`src/design/abhl_pkg.sv`:
```
// ----------------------------------------------------------------------------
// abhl_pkg
// Shared types and constants for the archive block header lister.
// ----------------------------------------------------------------------------
package abhl_pkg;

  localparam logic [1:0] KIND_ENTRY = 2'd0;
  localparam logic [1:0] KIND_NAME  = 2'd1;
  localparam logic [1:0] KIND_END   = 2'd2;

  localparam logic [1:0] END_CLEAN  = 2'd0;
  localparam logic [1:0] END_TRUNC  = 2'd1;
  localparam logic [1:0] END_NOMARK = 2'd2;

  localparam logic [7:0]  TYPE_FILE = 8'h74;
  localparam int          FLAG_ADD_BIT = 15;
  localparam logic [11:0] YEAR_BASE = 12'd1980;
  localparam int          QDEPTH = 4;
  localparam int          QAW = $clog2(QDEPTH);

  // Classified request passed from the parser to the result formatter.
  typedef struct packed {
    logic [1:0]  kind;
    logic [31:0] packed_size;
    logic [31:0] unpacked_size;
    logic [15:0] dos_date;
    logic [15:0] dos_time;
    logic [7:0]  name_char;
    logic        last_of_entry;
    logic [1:0]  end_status;
  } req_t;

  function automatic logic [7:0] marker_byte(input logic [2:0] i);
    case (i)
      3'd0:    marker_byte = 8'h52;
      3'd1:    marker_byte = 8'h61;
      3'd2:    marker_byte = 8'h72;
      3'd3:    marker_byte = 8'h21;
      3'd4:    marker_byte = 8'h1a;
      3'd5:    marker_byte = 8'h07;
      default: marker_byte = 8'h00;
    endcase
  endfunction

endpackage

```
`src/design/abhl_front.sv`:
```
// ----------------------------------------------------------------------------
// abhl_front
// Byte parser: marker search, header capture, skipping; issues requests.
// ----------------------------------------------------------------------------
module abhl_front (
  input  logic           clk,
  input  logic           rst_n,
  input  logic           byte_vld,
  input  logic [7:0]     byte_dat,
  input  logic           byte_end,
  output logic           req0_vld,
  output abhl_pkg::req_t req0,
  output logic           req1_vld,
  output abhl_pkg::req_t req1
);
  import abhl_pkg::*;

  typedef enum logic [2:0] {
    PH_SEARCH, PH_HDR, PH_ADD, PH_FILE, PH_NAME, PH_SKIP
  } phase_t;

  phase_t      phase_r, phase_nxt;
  logic [2:0]  mm_r, mm_nxt;
  logic [5:0]  bi_r, bi_nxt;
  logic [7:0]  btype_r, btype_nxt;
  logic [15:0] bflags_r, bflags_nxt;
  logic [15:0] bsize_r, bsize_nxt;
  logic [15:0] extra_r, extra_nxt;
  logic [31:0] pk_r, pk_nxt;
  logic [31:0] up_r, up_nxt;
  logic [15:0] tm_r, tm_nxt;
  logic [15:0] dt_r, dt_nxt;
  logic [15:0] nlen_r, nlen_nxt;
  logic [15:0] nleft_r, nleft_nxt;
  logic [32:0] skip_r, skip_nxt;
  logic [32:0] skip_amt;
  logic        skip_go;
  logic [16:0] used;
  logic [15:0] nleft_dec;
  logic        hit;
  req_t        r0, r1;
  logic        v0, v1;

  always_comb begin
    phase_nxt = phase_r; mm_nxt = mm_r; bi_nxt = bi_r; btype_nxt = btype_r;
    bflags_nxt = bflags_r; bsize_nxt = bsize_r; extra_nxt = extra_r;
    pk_nxt = pk_r; up_nxt = up_r; tm_nxt = tm_r; dt_nxt = dt_r;
    nlen_nxt = nlen_r; nleft_nxt = nleft_r; skip_nxt = skip_r;
    skip_amt = '0; skip_go = 1'b0;
    used = 17'd32 + {1'b0, nlen_r};
    nleft_dec = nleft_r - 16'd1;
    hit = (byte_dat == marker_byte(mm_r));
    r0 = '0; r1 = '0; v0 = 1'b0; v1 = 1'b0;
    if (byte_vld) begin
      case (phase_r)
        PH_SEARCH: begin
          if (hit) mm_nxt = mm_r + 3'd1;
          else mm_nxt = (byte_dat == 8'h52) ? 3'd1 : 3'd0;
          if (hit && mm_r == 3'd6) begin
            mm_nxt = '0; phase_nxt = PH_HDR; bi_nxt = '0;
          end
        end
        PH_HDR: begin
          case (bi_r)
            6'd2: btype_nxt = byte_dat;
            6'd3: bflags_nxt[7:0] = byte_dat;
            6'd4: bflags_nxt[15:8] = byte_dat;
            6'd5: bsize_nxt[7:0] = byte_dat;
            6'd6: bsize_nxt[15:8] = byte_dat;
            default: ;
          endcase
          bi_nxt = bi_r + 6'd1;
          if (bi_r == 6'd6) begin
            if (btype_nxt == TYPE_FILE) phase_nxt = PH_FILE;
            else if (bflags_nxt[FLAG_ADD_BIT]) phase_nxt = PH_ADD;
            else begin
              skip_go = 1'b1;
              skip_amt = (bsize_nxt > 16'd7) ? {17'd0, bsize_nxt - 16'd7} : '0;
            end
          end
        end
        PH_ADD: begin
          if (bi_r[0]) extra_nxt[7:0] = byte_dat;
          else extra_nxt[15:8] = byte_dat;
          bi_nxt = bi_r + 6'd1;
          if (bi_r == 6'd8) begin
            skip_go = 1'b1;
            skip_amt = ((bsize_r > 16'd9) ? {17'd0, bsize_r - 16'd9} : 33'd0)
                       + {17'd0, extra_nxt};
          end
        end
        PH_FILE: begin
          case (bi_r)
            6'd7:  pk_nxt[7:0]   = byte_dat;
            6'd8:  pk_nxt[15:8]  = byte_dat;
            6'd9:  pk_nxt[23:16] = byte_dat;
            6'd10: pk_nxt[31:24] = byte_dat;
            6'd11: up_nxt[7:0]   = byte_dat;
            6'd12: up_nxt[15:8]  = byte_dat;
            6'd13: up_nxt[23:16] = byte_dat;
            6'd14: up_nxt[31:24] = byte_dat;
            6'd20: tm_nxt[7:0]   = byte_dat;
            6'd21: tm_nxt[15:8]  = byte_dat;
            6'd22: dt_nxt[7:0]   = byte_dat;
            6'd23: dt_nxt[15:8]  = byte_dat;
            6'd26: nlen_nxt[7:0] = byte_dat;
            6'd27: nlen_nxt[15:8] = byte_dat;
            default: ;
          endcase
          bi_nxt = bi_r + 6'd1;
          if (bi_r == 6'd31) begin
            nleft_nxt = nlen_r;
            v0 = 1'b1;
            r0.kind = KIND_ENTRY; r0.packed_size = pk_r; r0.unpacked_size = up_r;
            r0.dos_date = dt_r; r0.dos_time = tm_r;
            r0.last_of_entry = (nlen_r == 16'd0);
            if (nlen_r == 16'd0) begin
              skip_go = 1'b1;
              skip_amt = ((bsize_r > 16'd32) ? {17'd0, bsize_r - 16'd32} : 33'd0)
                         + {1'b0, pk_r};
            end else phase_nxt = PH_NAME;
          end
        end
        PH_NAME: begin
          v0 = 1'b1;
          r0.kind = KIND_NAME;
          r0.name_char = (byte_dat >= 8'h20 && byte_dat <= 8'h7e) ? byte_dat : 8'h3f;
          r0.last_of_entry = (nleft_dec == 16'd0);
          nleft_nxt = nleft_dec;
          if (nleft_dec == 16'd0) begin
            skip_go = 1'b1;
            skip_amt = (({1'b0, bsize_r} > used) ?
                        {16'd0, {1'b0, bsize_r} - used} : 33'd0) + {1'b0, pk_r};
          end
        end
        PH_SKIP: begin
          skip_nxt = skip_r - 33'd1;
          if (skip_nxt == '0) begin
            phase_nxt = PH_HDR; bi_nxt = '0;
          end
        end
        default: begin
          phase_nxt = PH_SEARCH; mm_nxt = '0;
        end
      endcase
      if (skip_go) begin
        skip_nxt = skip_amt; bi_nxt = '0;
        phase_nxt = (skip_amt == '0) ? PH_HDR : PH_SKIP;
      end
      if (byte_end) begin
        r1.kind = KIND_END;
        if (phase_nxt == PH_SEARCH) r1.end_status = END_NOMARK;
        else if ((phase_nxt == PH_HDR && bi_nxt == '0) || phase_nxt == PH_SKIP)
          r1.end_status = END_CLEAN;
        else r1.end_status = END_TRUNC;
        if (v0) v1 = 1'b1;
        else begin
          v0 = 1'b1; r0 = r1;
        end
        phase_nxt = PH_SEARCH; mm_nxt = '0; bi_nxt = '0; btype_nxt = '0;
        bflags_nxt = '0; bsize_nxt = '0; extra_nxt = '0; pk_nxt = '0;
        up_nxt = '0; tm_nxt = '0; dt_nxt = '0; nlen_nxt = '0;
        nleft_nxt = '0; skip_nxt = '0;
      end
    end
  end

  assign req0_vld = v0;
  assign req0 = r0;
  assign req1_vld = v1;
  assign req1 = r1;

  always_ff @(posedge clk) begin
    if (!rst_n) begin
      phase_r <= PH_SEARCH; mm_r <= '0; bi_r <= '0; btype_r <= '0;
      bflags_r <= '0; bsize_r <= '0; extra_r <= '0; pk_r <= '0; up_r <= '0;
      tm_r <= '0; dt_r <= '0; nlen_r <= '0; nleft_r <= '0; skip_r <= '0;
    end else begin
      phase_r <= phase_nxt; mm_r <= mm_nxt; bi_r <= bi_nxt; btype_r <= btype_nxt;
      bflags_r <= bflags_nxt; bsize_r <= bsize_nxt; extra_r <= extra_nxt;
      pk_r <= pk_nxt; up_r <= up_nxt; tm_r <= tm_nxt; dt_r <= dt_nxt;
      nlen_r <= nlen_nxt; nleft_r <= nleft_nxt; skip_r <= skip_nxt;
    end
  end

endmodule

```
`src/design/abhl_queue.sv`:
```
// ----------------------------------------------------------------------------
// abhl_queue
// Request queue; takes up to two requests per cycle, gives one.
// ----------------------------------------------------------------------------
module abhl_queue (
  input  logic           clk,
  input  logic           rst_n,
  input  logic           wr0,
  input  abhl_pkg::req_t wd0,
  input  logic           wr1,
  input  abhl_pkg::req_t wd1,
  output logic           room2,
  output logic           rd_vld,
  output abhl_pkg::req_t rd_dat,
  input  logic           rd_take
);
  import abhl_pkg::*;

  req_t         mem_r [QDEPTH];
  logic [QAW-1:0] wp_r, wp_nxt, rp_r, rp_nxt;
  logic [QAW:0]   cnt_r, cnt_nxt;
  logic [QAW-1:0] wp1;

  assign wp1 = wp_r + QAW'(1);
  assign room2 = (cnt_r <= (QAW+1)'(QDEPTH - 2));
  assign rd_vld = (cnt_r != '0);
  assign rd_dat = mem_r[rp_r];

  always_comb begin
    wp_nxt = wp_r + QAW'(wr0) + QAW'(wr1);
    rp_nxt = rp_r + QAW'(rd_take);
    cnt_nxt = cnt_r + (QAW+1)'(wr0) + (QAW+1)'(wr1) - (QAW+1)'(rd_take);
  end

  always_ff @(posedge clk) begin
    if (wr0) mem_r[wp_r] <= wd0;
    if (wr1) mem_r[wp1] <= wd1;
  end

  always_ff @(posedge clk) begin
    if (!rst_n) begin
      wp_r <= '0; rp_r <= '0; cnt_r <= '0;
    end else begin
      wp_r <= wp_nxt; rp_r <= rp_nxt; cnt_r <= cnt_nxt;
    end
  end

endmodule

```
`src/design/abhl_back.sv`:
```
// ----------------------------------------------------------------------------
// abhl_back
// Result formatter: decodes DOS date/time and drives the output register.
// ----------------------------------------------------------------------------
module abhl_back (
  input  logic           clk,
  input  logic           rst_n,
  input  logic           q_vld,
  input  abhl_pkg::req_t q_dat,
  output logic           q_take,
  output logic           out_valid,
  input  logic           out_stall,
  output logic [1:0]     out_kind,
  output logic [31:0]    out_packed_size,
  output logic [31:0]    out_unpacked_size,
  output logic [11:0]    out_year,
  output logic [3:0]     out_month,
  output logic [4:0]     out_day,
  output logic [4:0]     out_hour,
  output logic [5:0]     out_minute,
  output logic [5:0]     out_second,
  output logic [7:0]     out_name_char,
  output logic           out_last_of_entry,
  output logic [1:0]     out_end_status
);
  import abhl_pkg::*;

  logic  vld_r;
  req_t  d_r;
  logic  ent;

  assign q_take = q_vld && (!vld_r || !out_stall);
  assign ent = (d_r.kind == KIND_ENTRY);

  always_ff @(posedge clk) begin
    if (!rst_n) vld_r <= 1'b0;
    else if (!vld_r || !out_stall) vld_r <= q_vld;
  end

  always_ff @(posedge clk) begin
    if (q_take) d_r <= q_dat;
  end

  assign out_valid = vld_r;
  assign out_kind = d_r.kind;
  assign out_packed_size = d_r.packed_size;
  assign out_unpacked_size = d_r.unpacked_size;
  assign out_year = ent ? (YEAR_BASE + {5'd0, d_r.dos_date[15:9]}) : '0;
  assign out_month = d_r.dos_date[8:5];
  assign out_day = d_r.dos_date[4:0];
  assign out_hour = d_r.dos_time[15:11];
  assign out_minute = d_r.dos_time[10:5];
  assign out_second = {d_r.dos_time[4:0], 1'b0};
  assign out_name_char = d_r.name_char;
  assign out_last_of_entry = d_r.last_of_entry;
  assign out_end_status = d_r.end_status;

endmodule

```
`src/design/archive_block_header_lister.sv`:
```
// ----------------------------------------------------------------------------
// archive_block_header_lister
// Lists file entries of an archive byte stream.
// ----------------------------------------------------------------------------
// Input: one archive byte per request (in_data_byte, in_stream_end marks
// the last byte). Output: entry records (sizes, DOS date/time), one request
// per name byte, and an end record with status after the final byte.
// Throughput: one byte per cycle; a byte causes at most two results
// (name or entry, then end record). Both go into a four-deep request queue
// between the parser and the output register; the parser stalls input only
// when fewer than two queue slots are free.
// Each result is written to the queue and then to the output register; a
// second result from the same byte follows behind the first.
// Output stall holds the output register; the queue absorbs bursts.
// Reset clears parser state and empties the queue; the next byte starts a
// fresh marker search. The end record also returns the parser to reset.
// ----------------------------------------------------------------------------
module archive_block_header_lister (
  input  logic        clk,
  input  logic        rst_n,
  input  logic        in_valid,
  output logic        in_stall,
  input  logic [7:0]  in_data_byte,
  input  logic        in_stream_end,
  output logic        out_valid,
  input  logic        out_stall,
  output logic [1:0]  out_kind,
  output logic [31:0] out_packed_size,
  output logic [31:0] out_unpacked_size,
  output logic [11:0] out_year,
  output logic [3:0]  out_month,
  output logic [4:0]  out_day,
  output logic [4:0]  out_hour,
  output logic [5:0]  out_minute,
  output logic [5:0]  out_second,
  output logic [7:0]  out_name_char,
  output logic        out_last_of_entry,
  output logic [1:0]  out_end_status
);
  import abhl_pkg::*;

  logic room2, acc, v0, v1, qv, qt;
  req_t r0, r1, qd;

  assign in_stall = !room2;
  assign acc = in_valid && room2;

  abhl_front u_front (
    .clk, .rst_n, .byte_vld(acc), .byte_dat(in_data_byte),
    .byte_end(in_stream_end), .req0_vld(v0), .req0(r0), .req1_vld(v1), .req1(r1)
  );

  abhl_queue u_queue (
    .clk, .rst_n, .wr0(v0), .wd0(r0), .wr1(v1), .wd1(r1),
    .room2, .rd_vld(qv), .rd_dat(qd), .rd_take(qt)
  );

  abhl_back u_back (
    .clk, .rst_n, .q_vld(qv), .q_dat(qd), .q_take(qt),
    .out_valid, .out_stall, .out_kind, .out_packed_size, .out_unpacked_size,
    .out_year, .out_month, .out_day, .out_hour, .out_minute, .out_second,
    .out_name_char, .out_last_of_entry, .out_end_status
  );

endmodule

```
`config.mk`:
```
export PLATFORM = sky130hd
export DESIGN_NAME = archive_block_header_lister
export DESIGN_NICKNAME = d
export VERILOG_FILES = /design/src/design/abhl_pkg.sv /design/src/design/abhl_front.sv /design/src/design/abhl_queue.sv /design/src/design/abhl_back.sv /design/src/design/archive_block_header_lister.sv
export SDC_FILE = /design/constraint.sdc
export NUM_CORES = 2
export LEC_CHECK = 0
export ABC_AREA = 1
export ABC_CLOCK_PERIOD_IN_PS = 26000
export BUFFER_PORTS_ARGS = -buffer_cell sky130_fd_sc_hd__buf_2
export CAP_MARGIN = 20
export CORE_MARGIN = 2
export CORE_UTILIZATION = 55
export DETAILED_ROUTE_END_ITERATION = 16
export GPL_TIMING_DRIVEN = 1
export PLACE_DENSITY = 0.76
export SLEW_MARGIN = 10
export SYNTH_ARGS = -nofsm -noshare
export SYNTH_HDL_FRONTEND = slang
export SYNTH_HIERARCHICAL = 1
export SYNTH_SLANG_ARGS = --single-unit
export TNS_END_PERCENT = 30
```
`constraint.sdc`:
```
create_clock -name clk -period 26 [get_ports clk]
set_input_delay 5.2 -clock clk [delete_from_list [all_inputs] [get_ports clk]]
set_output_delay 5.2 -clock clk [all_outputs]
set_load 0.01 [all_outputs]
```
After elaboration in Yosys (flattened, before gate mapping). Memory sizes are Yosys's and may differ from the RTL's. A register that Yosys moved wholly into a read port is not among the register bits. Cells that the tools add are included. Widths: inputs -> output; s select.

Bits in registers: 222. Bits in latches: 0. Bits in writable memories: 436. ROM bits: 0. Input bits: 13. Logic and storage cells: 286. Memories: 1.

Add/sub/neg operators: 20. Multipliers: 0. Div/mod/pow operators: 0. Order comparisons: 7. Eq/ne operators: 38. Shift-type cells: 0. Mux-type cells: 132. Bitwise gates (word level): 0. Reduce and logical (&&, ||, !) cells: 61.

Memories: u_queue.mem_r (words 4, width 109, read ports 1, clocked after memory_dff 1, wr ports 2, RTL line abhl_queue.sv:19) `req_t mem_r [QDEPTH];`.

Operators by type and width (number): $mux 33 (11); $mux 109 (3); $mux 8 (37); $mux 16 (17); $mux 96 (2); $pmux 33 s4 (1); $mux 32 (4); $add 33x32->33 (2); $logic_not 33->1 (2); $reduce_and 3->1 (15); $eq 6x4->1 const B (7); $eq 6x5->1 const B (7); $mux 3 (14); $pmux 7 s6 (1); $reduce_bool 2->1 (17); $add 33x16->33 (1); $sub 33x1->33 const B (1); $logic_not 16->1 (2); $pmux 16 s2 (1); $mux 6 (5); $eq 6x3->1 const B (4); $mux 1 (22); $eq 3x3->1 const B (6); $pmux 6 s3 (1); 45 further kinds (75).

Depth between registers and ports, before layout.
Word-level depth: 23. Depth in mapped cells: 46.

By module. The synthesis kept the hierarchy.

Modules (own cells, without submodules): abhl_queue (times used 1, cells each 3233, area an instance 25335.5 µm², sequential area each 13232.7 µm²); abhl_front (times used 1, cells each 3418, area an instance 19432.4 µm², sequential area each 4284.1 µm²); abhl_back (times used 1, cells each 250, area an instance 4246.6 µm², sequential area each 3293.2 µm²); archive_block_header_lister (times used 1, cells each 3, area an instance 11.3 µm², sequential area each 0.0 µm²).

Worst setup path after synthesis. Ideal clock, no wire load.

Path type: in2reg. Start: input port out_stall. End: register u_queue.cnt_r[1]. Arrival: 12240 ps. Setup slack: 13651 ps. Stages on the path: 7. Path through: a21oi_1 -> ha_1 -> inv_1 -> fa_1 -> fa_1 -> nand2_1 -> inv_1.

Cells in the longest elaborated chain, start to end: 4.

RTL lines: start: declaration (RTL line archive_block_header_lister.sv:26) `input logic out_stall,`; $logic_not 1->1 (RTL line abhl_back.sv:32) `assign q_take = q_vld && (!vld_r || !out_stall);`; $logic_or 1x1->1 (RTL line abhl_back.sv:32); $logic_and 1x1->1 (RTL line abhl_back.sv:32); $sub 3x1->3 (RTL line abhl_queue.sv:32) `cnt_nxt = cnt_r + (QAW+1)'(wr0) + (QAW+1)'(wr1) - (QAW+1)'(rd_take);`; net u_queue.cnt_nxt[1] (RTL line abhl_queue.sv:21) `logic [QAW:0] cnt_r, cnt_nxt;`; end signal: assignment (RTL line abhl_queue.sv:44) `wp_r <= wp_nxt; rp_r <= rp_nxt; cnt_r <= cnt_nxt;`; end: declaration (RTL line abhl_queue.sv:21).

The timed path passes the listed nets, and every way through them passes these cells. A chain may end at the register's enable or synchronous reset.

==> impl_metrics.env <==
export IMPL_num_vias=45120
export IMPL_dpl_cell_area_mm2=0.04881
export IMPL_timing_final_hold_violations=0
export IMPL_yosys_register_bits=767
export IMPL_place_hpwl_um=96150
export IMPL_cts_setup_buffers=0
export IMPL_crit_top_cell="buf_4"
export IMPL_power_density_mw_per_mm2=72.74
export IMPL_use_met2_pct=52.51
export IMPL_use_met3_pct=5.299
export IMPL_grt_max_degree=119
export IMPL_clk_pin_slew_ns=0.06
export IMPL_tns_ns=0
export IMPL_drv_slew=0
export IMPL_insertion_delay_ns=0.69
export IMPL_vdd_ir_drop_worst_uv=63.68
export IMPL_rsz0062_at_grt="no"
export IMPL_gp_congestion=1.000
export IMPL_drive_gt1_share_pct=5.847
export IMPL_cts_htree_levels=3
export IMPL_slew_headroom_pct=21.74
export IMPL_synth_warnings=6
export IMPL_grt_ovfl_total=0
export IMPL_crit_chain="buf_2 -> nand2_1 -> inv_1 -> buf_4 -> nand2_1 -> nor2_4 -> buf_4 -> buf_16 -> nand3_4 -> nand2_4 -> buf_4"
export IMPL_die_area_mm2=0.09154
export IMPL_crit_required_ns=26.29
export IMPL_yosys_top_cells_area="edfxtp_1, nand2_1, dfxtp_1, inv_1, nand3_1"
export IMPL_finalCritPeriodShare_pct=34.90
export IMPL_worstSetupStartpointType="primary input"
export IMPL_outcome="complete, no violations"
export IMPL_slowest_delay_ns=0.99
export IMPL_tightest_slew_ns=1.165
export IMPL_dieHeight_um=302.6
export IMPL_syn_avg_cell_area_um2=7.101
export IMPL_nNetsFinal=6862
export IMPL_cts_root_buf="clkbuf_16"
export IMPL_antenna_found_initial=2
export IMPL_grt_pass1_vias=41560
export IMPL_setup_viol=0
export IMPL_clock_skew_final_ns=0.04307
export IMPL_cts_tree="built"
export IMPL_worstPathArrival_ns=9.36
export IMPL_grt_usage_pct=32.44
export IMPL_syn_inst=6904
export IMPL_cts_buffers=85
export IMPL_synth_area_mm2=0.04903
export IMPL_drc=0
export IMPL_leakage_nw=23.44
export IMPL_drt_wl_total_um=151200
export IMPL_final_core_util_pct=58.57
export IMPL_cp_top_family="simple AND/OR/NAND/NOR gates"
export IMPL_ys_seq_area_share_pct=42.45
export IMPL_clk_path_buf_depth=3
export IMPL_design_area_mm2=0.05176
export IMPL_cp_slowest_cell="nand2_4"
export IMPL_fp_coreArea_mm2=0.08837
export IMPL_path_class="primary input to flip-flop"
export IMPL_period_minus_slack_ns=9.074
export IMPL_wl_per_cell_um=18.93
export IMPL_synth_top_cell_area_share_pct=33.38
export IMPL_areaGrowthSynthToFinish_pct=5.571
export IMPL_rows=109
export IMPL_fp_dieW_um=302.6
export IMPL_drt_pass1_iterations=8
export IMPL_cp_num_buf_inv=6
export IMPL_grt_pass1_wl_um=231300
export IMPL_synth_async_reset_ratio_pct=0
export IMPL_start_util_pct=55.47
export IMPL_clock_fmax_mhz=110.2
export IMPL_cts_num_sinks=767
export IMPL_antenna_left=0
export IMPL_ys_types=52
export IMPL_ys_flop_type="edfxtp_1"
export IMPL_critPathCaptureType="flip-flop"
export IMPL_hold_path_class="flip-flop to flip-flop"
export IMPL_synth_edff_count=545
export IMPL_io_pins=130
export IMPL_cp_max_fo=89
export IMPL_routed_via_density=5.648
export IMPL_grtUsageMet1_pct=42.19
export IMPL_busiest_layer="met2"
export IMPL_cts_resized=0
export IMPL_yosysTopAreaCell="edfxtp_1"
export IMPL_io_buffer_count=128
export IMPL_dr_first_iter_drc_count=5380
export IMPL_hold_buffers=0
export IMPL_insertedDiodeCount=0
export IMPL_maxCapViolCount=0
cell usage in the layout, fill, tap and decap left out, types with 35 or more instances in the layout:
cell          n
dfxtp_1     218
inv_1       935
o21ai_0     193
nand2_1    2424
xor2_1       35
nand4_1     282
buf_2       129
ha_1         90
nor3_1       63
conb_1      108
clkbuf_16    85
a21oi_1     319
buf_4        62
nand3_1     548
nor2_1      483
edfxtp_1    545
worst paths after layout:
path,from,to,slack [ns],cells past startpoint
max reg2reg,u_front/nlen_r[5],u_queue/mem_r[0][1],18.92,42
max,in_valid,u_queue/mem_r[2][32],16.93,11
min reg2reg,u_front/up_r[28],u_front/up_r[28],0.46,2
min,u_front/up_r[28],u_front/up_r[28],0.46,2
cells by family after synthesis:
group,count (synthesis),synth area share (%)
fa+ha+maj,97,2.583
buf+inv,1491,14.11
simple gates,3887,33.39
xor+xnor,53,0.9468
flops,767,42.45
other cells,2,0.01532
compound gates,607,6.510
report_power, final:
part | total, mW | switching [mW] | internal (mW)
clock | 1.24 | 0.522 | 0.714
combinational | 0.975 | 0.717 | 0.258
sequential | 1.55 | 0.0679 | 1.49
metrics by stage:
stage	setup slack (ns)	hold WS, ns	instances	total power, mW
floorplan	13.65	0.4410	7010	2.333
global placement	16.02	0.4479	7822	2.515
detailed placement	15.97	0.4524	7824	2.538
CTS	16.66	0.4612	7983	3.770
global route	16.80	0.4725	7989	3.941
finish	16.93	0.4589	7989	3.765
area by class of cell:
type                    instances  area, um^2
repair buffers                196        1221
inverters                     950        3583
clock inverters                54       628.1
fillers                      8030       36620
well taps                    1165        1458
clock buffers                 105        2222
flip-flops and latches        767       20830
multi-input cells            4752       21820
tightest hold or removal path, cell delays in order (launching register included):
cell	delay (ns)
dfxtp_1	0.31
nand2_1	0.06
a21oi_1	0.05
sequential cells by signal (all words and copies together) (netlist names), 5 cells and up:
| name | cells |
|---|---|
| u_front/tm_r | 16 |
| u_front/skip_r | 33 |
| u_back/d_r | 7 |
| u_front/pk_r | 32 |
| u_front/btype_r | 8 |
| u_front/nleft_r | 16 |
| u_front/up_r | 32 |
| u_back/out_second | 5 |
| u_back/out_name_char | 8 |
| u_front/extra_r | 16 |
| u_front/nlen_r | 16 |
| u_back/out_hour | 5 |
| u_back/out_unpacked_size | 32 |
| u_front/dt_r | 16 |
| u_back/out_day | 5 |
| u_front/bsize_r | 16 |
| u_back/out_minute | 6 |
| u_front/bi_r | 6 |
| u_back/out_packed_size | 32 |
| u_queue/mem_r | 436 |
cells in the mapped netlist (all sizes together), types with 2 or more instances:
library cell and n:
fa 7, a211oi 3, conb 2, o21a 4
xor2 35, nand4 282, clkinv 3, and2 3
a21o 3, nand2 2436, dfxtp 222, a31oi 9
nor3 66, nor2 505, o31ai 4, nor4 8
and3 2, buf 443, inv 947, o22ai 4
nand3 559, xnor2 18, a21oi 320, ha 90
nor3b 6, clkbuf 98, or2 10, o21ai 227
edfxtp 545, o211ai 17, nand3b 10, o21bai 11
metal layers:
metal	up-vias	wire length, um
met5	-	21
met4	4	7816
li1	21560	-
met2	2457	68760
met1	20650	59350
met3	458	15290
Power figures use the tool's default switching activity.
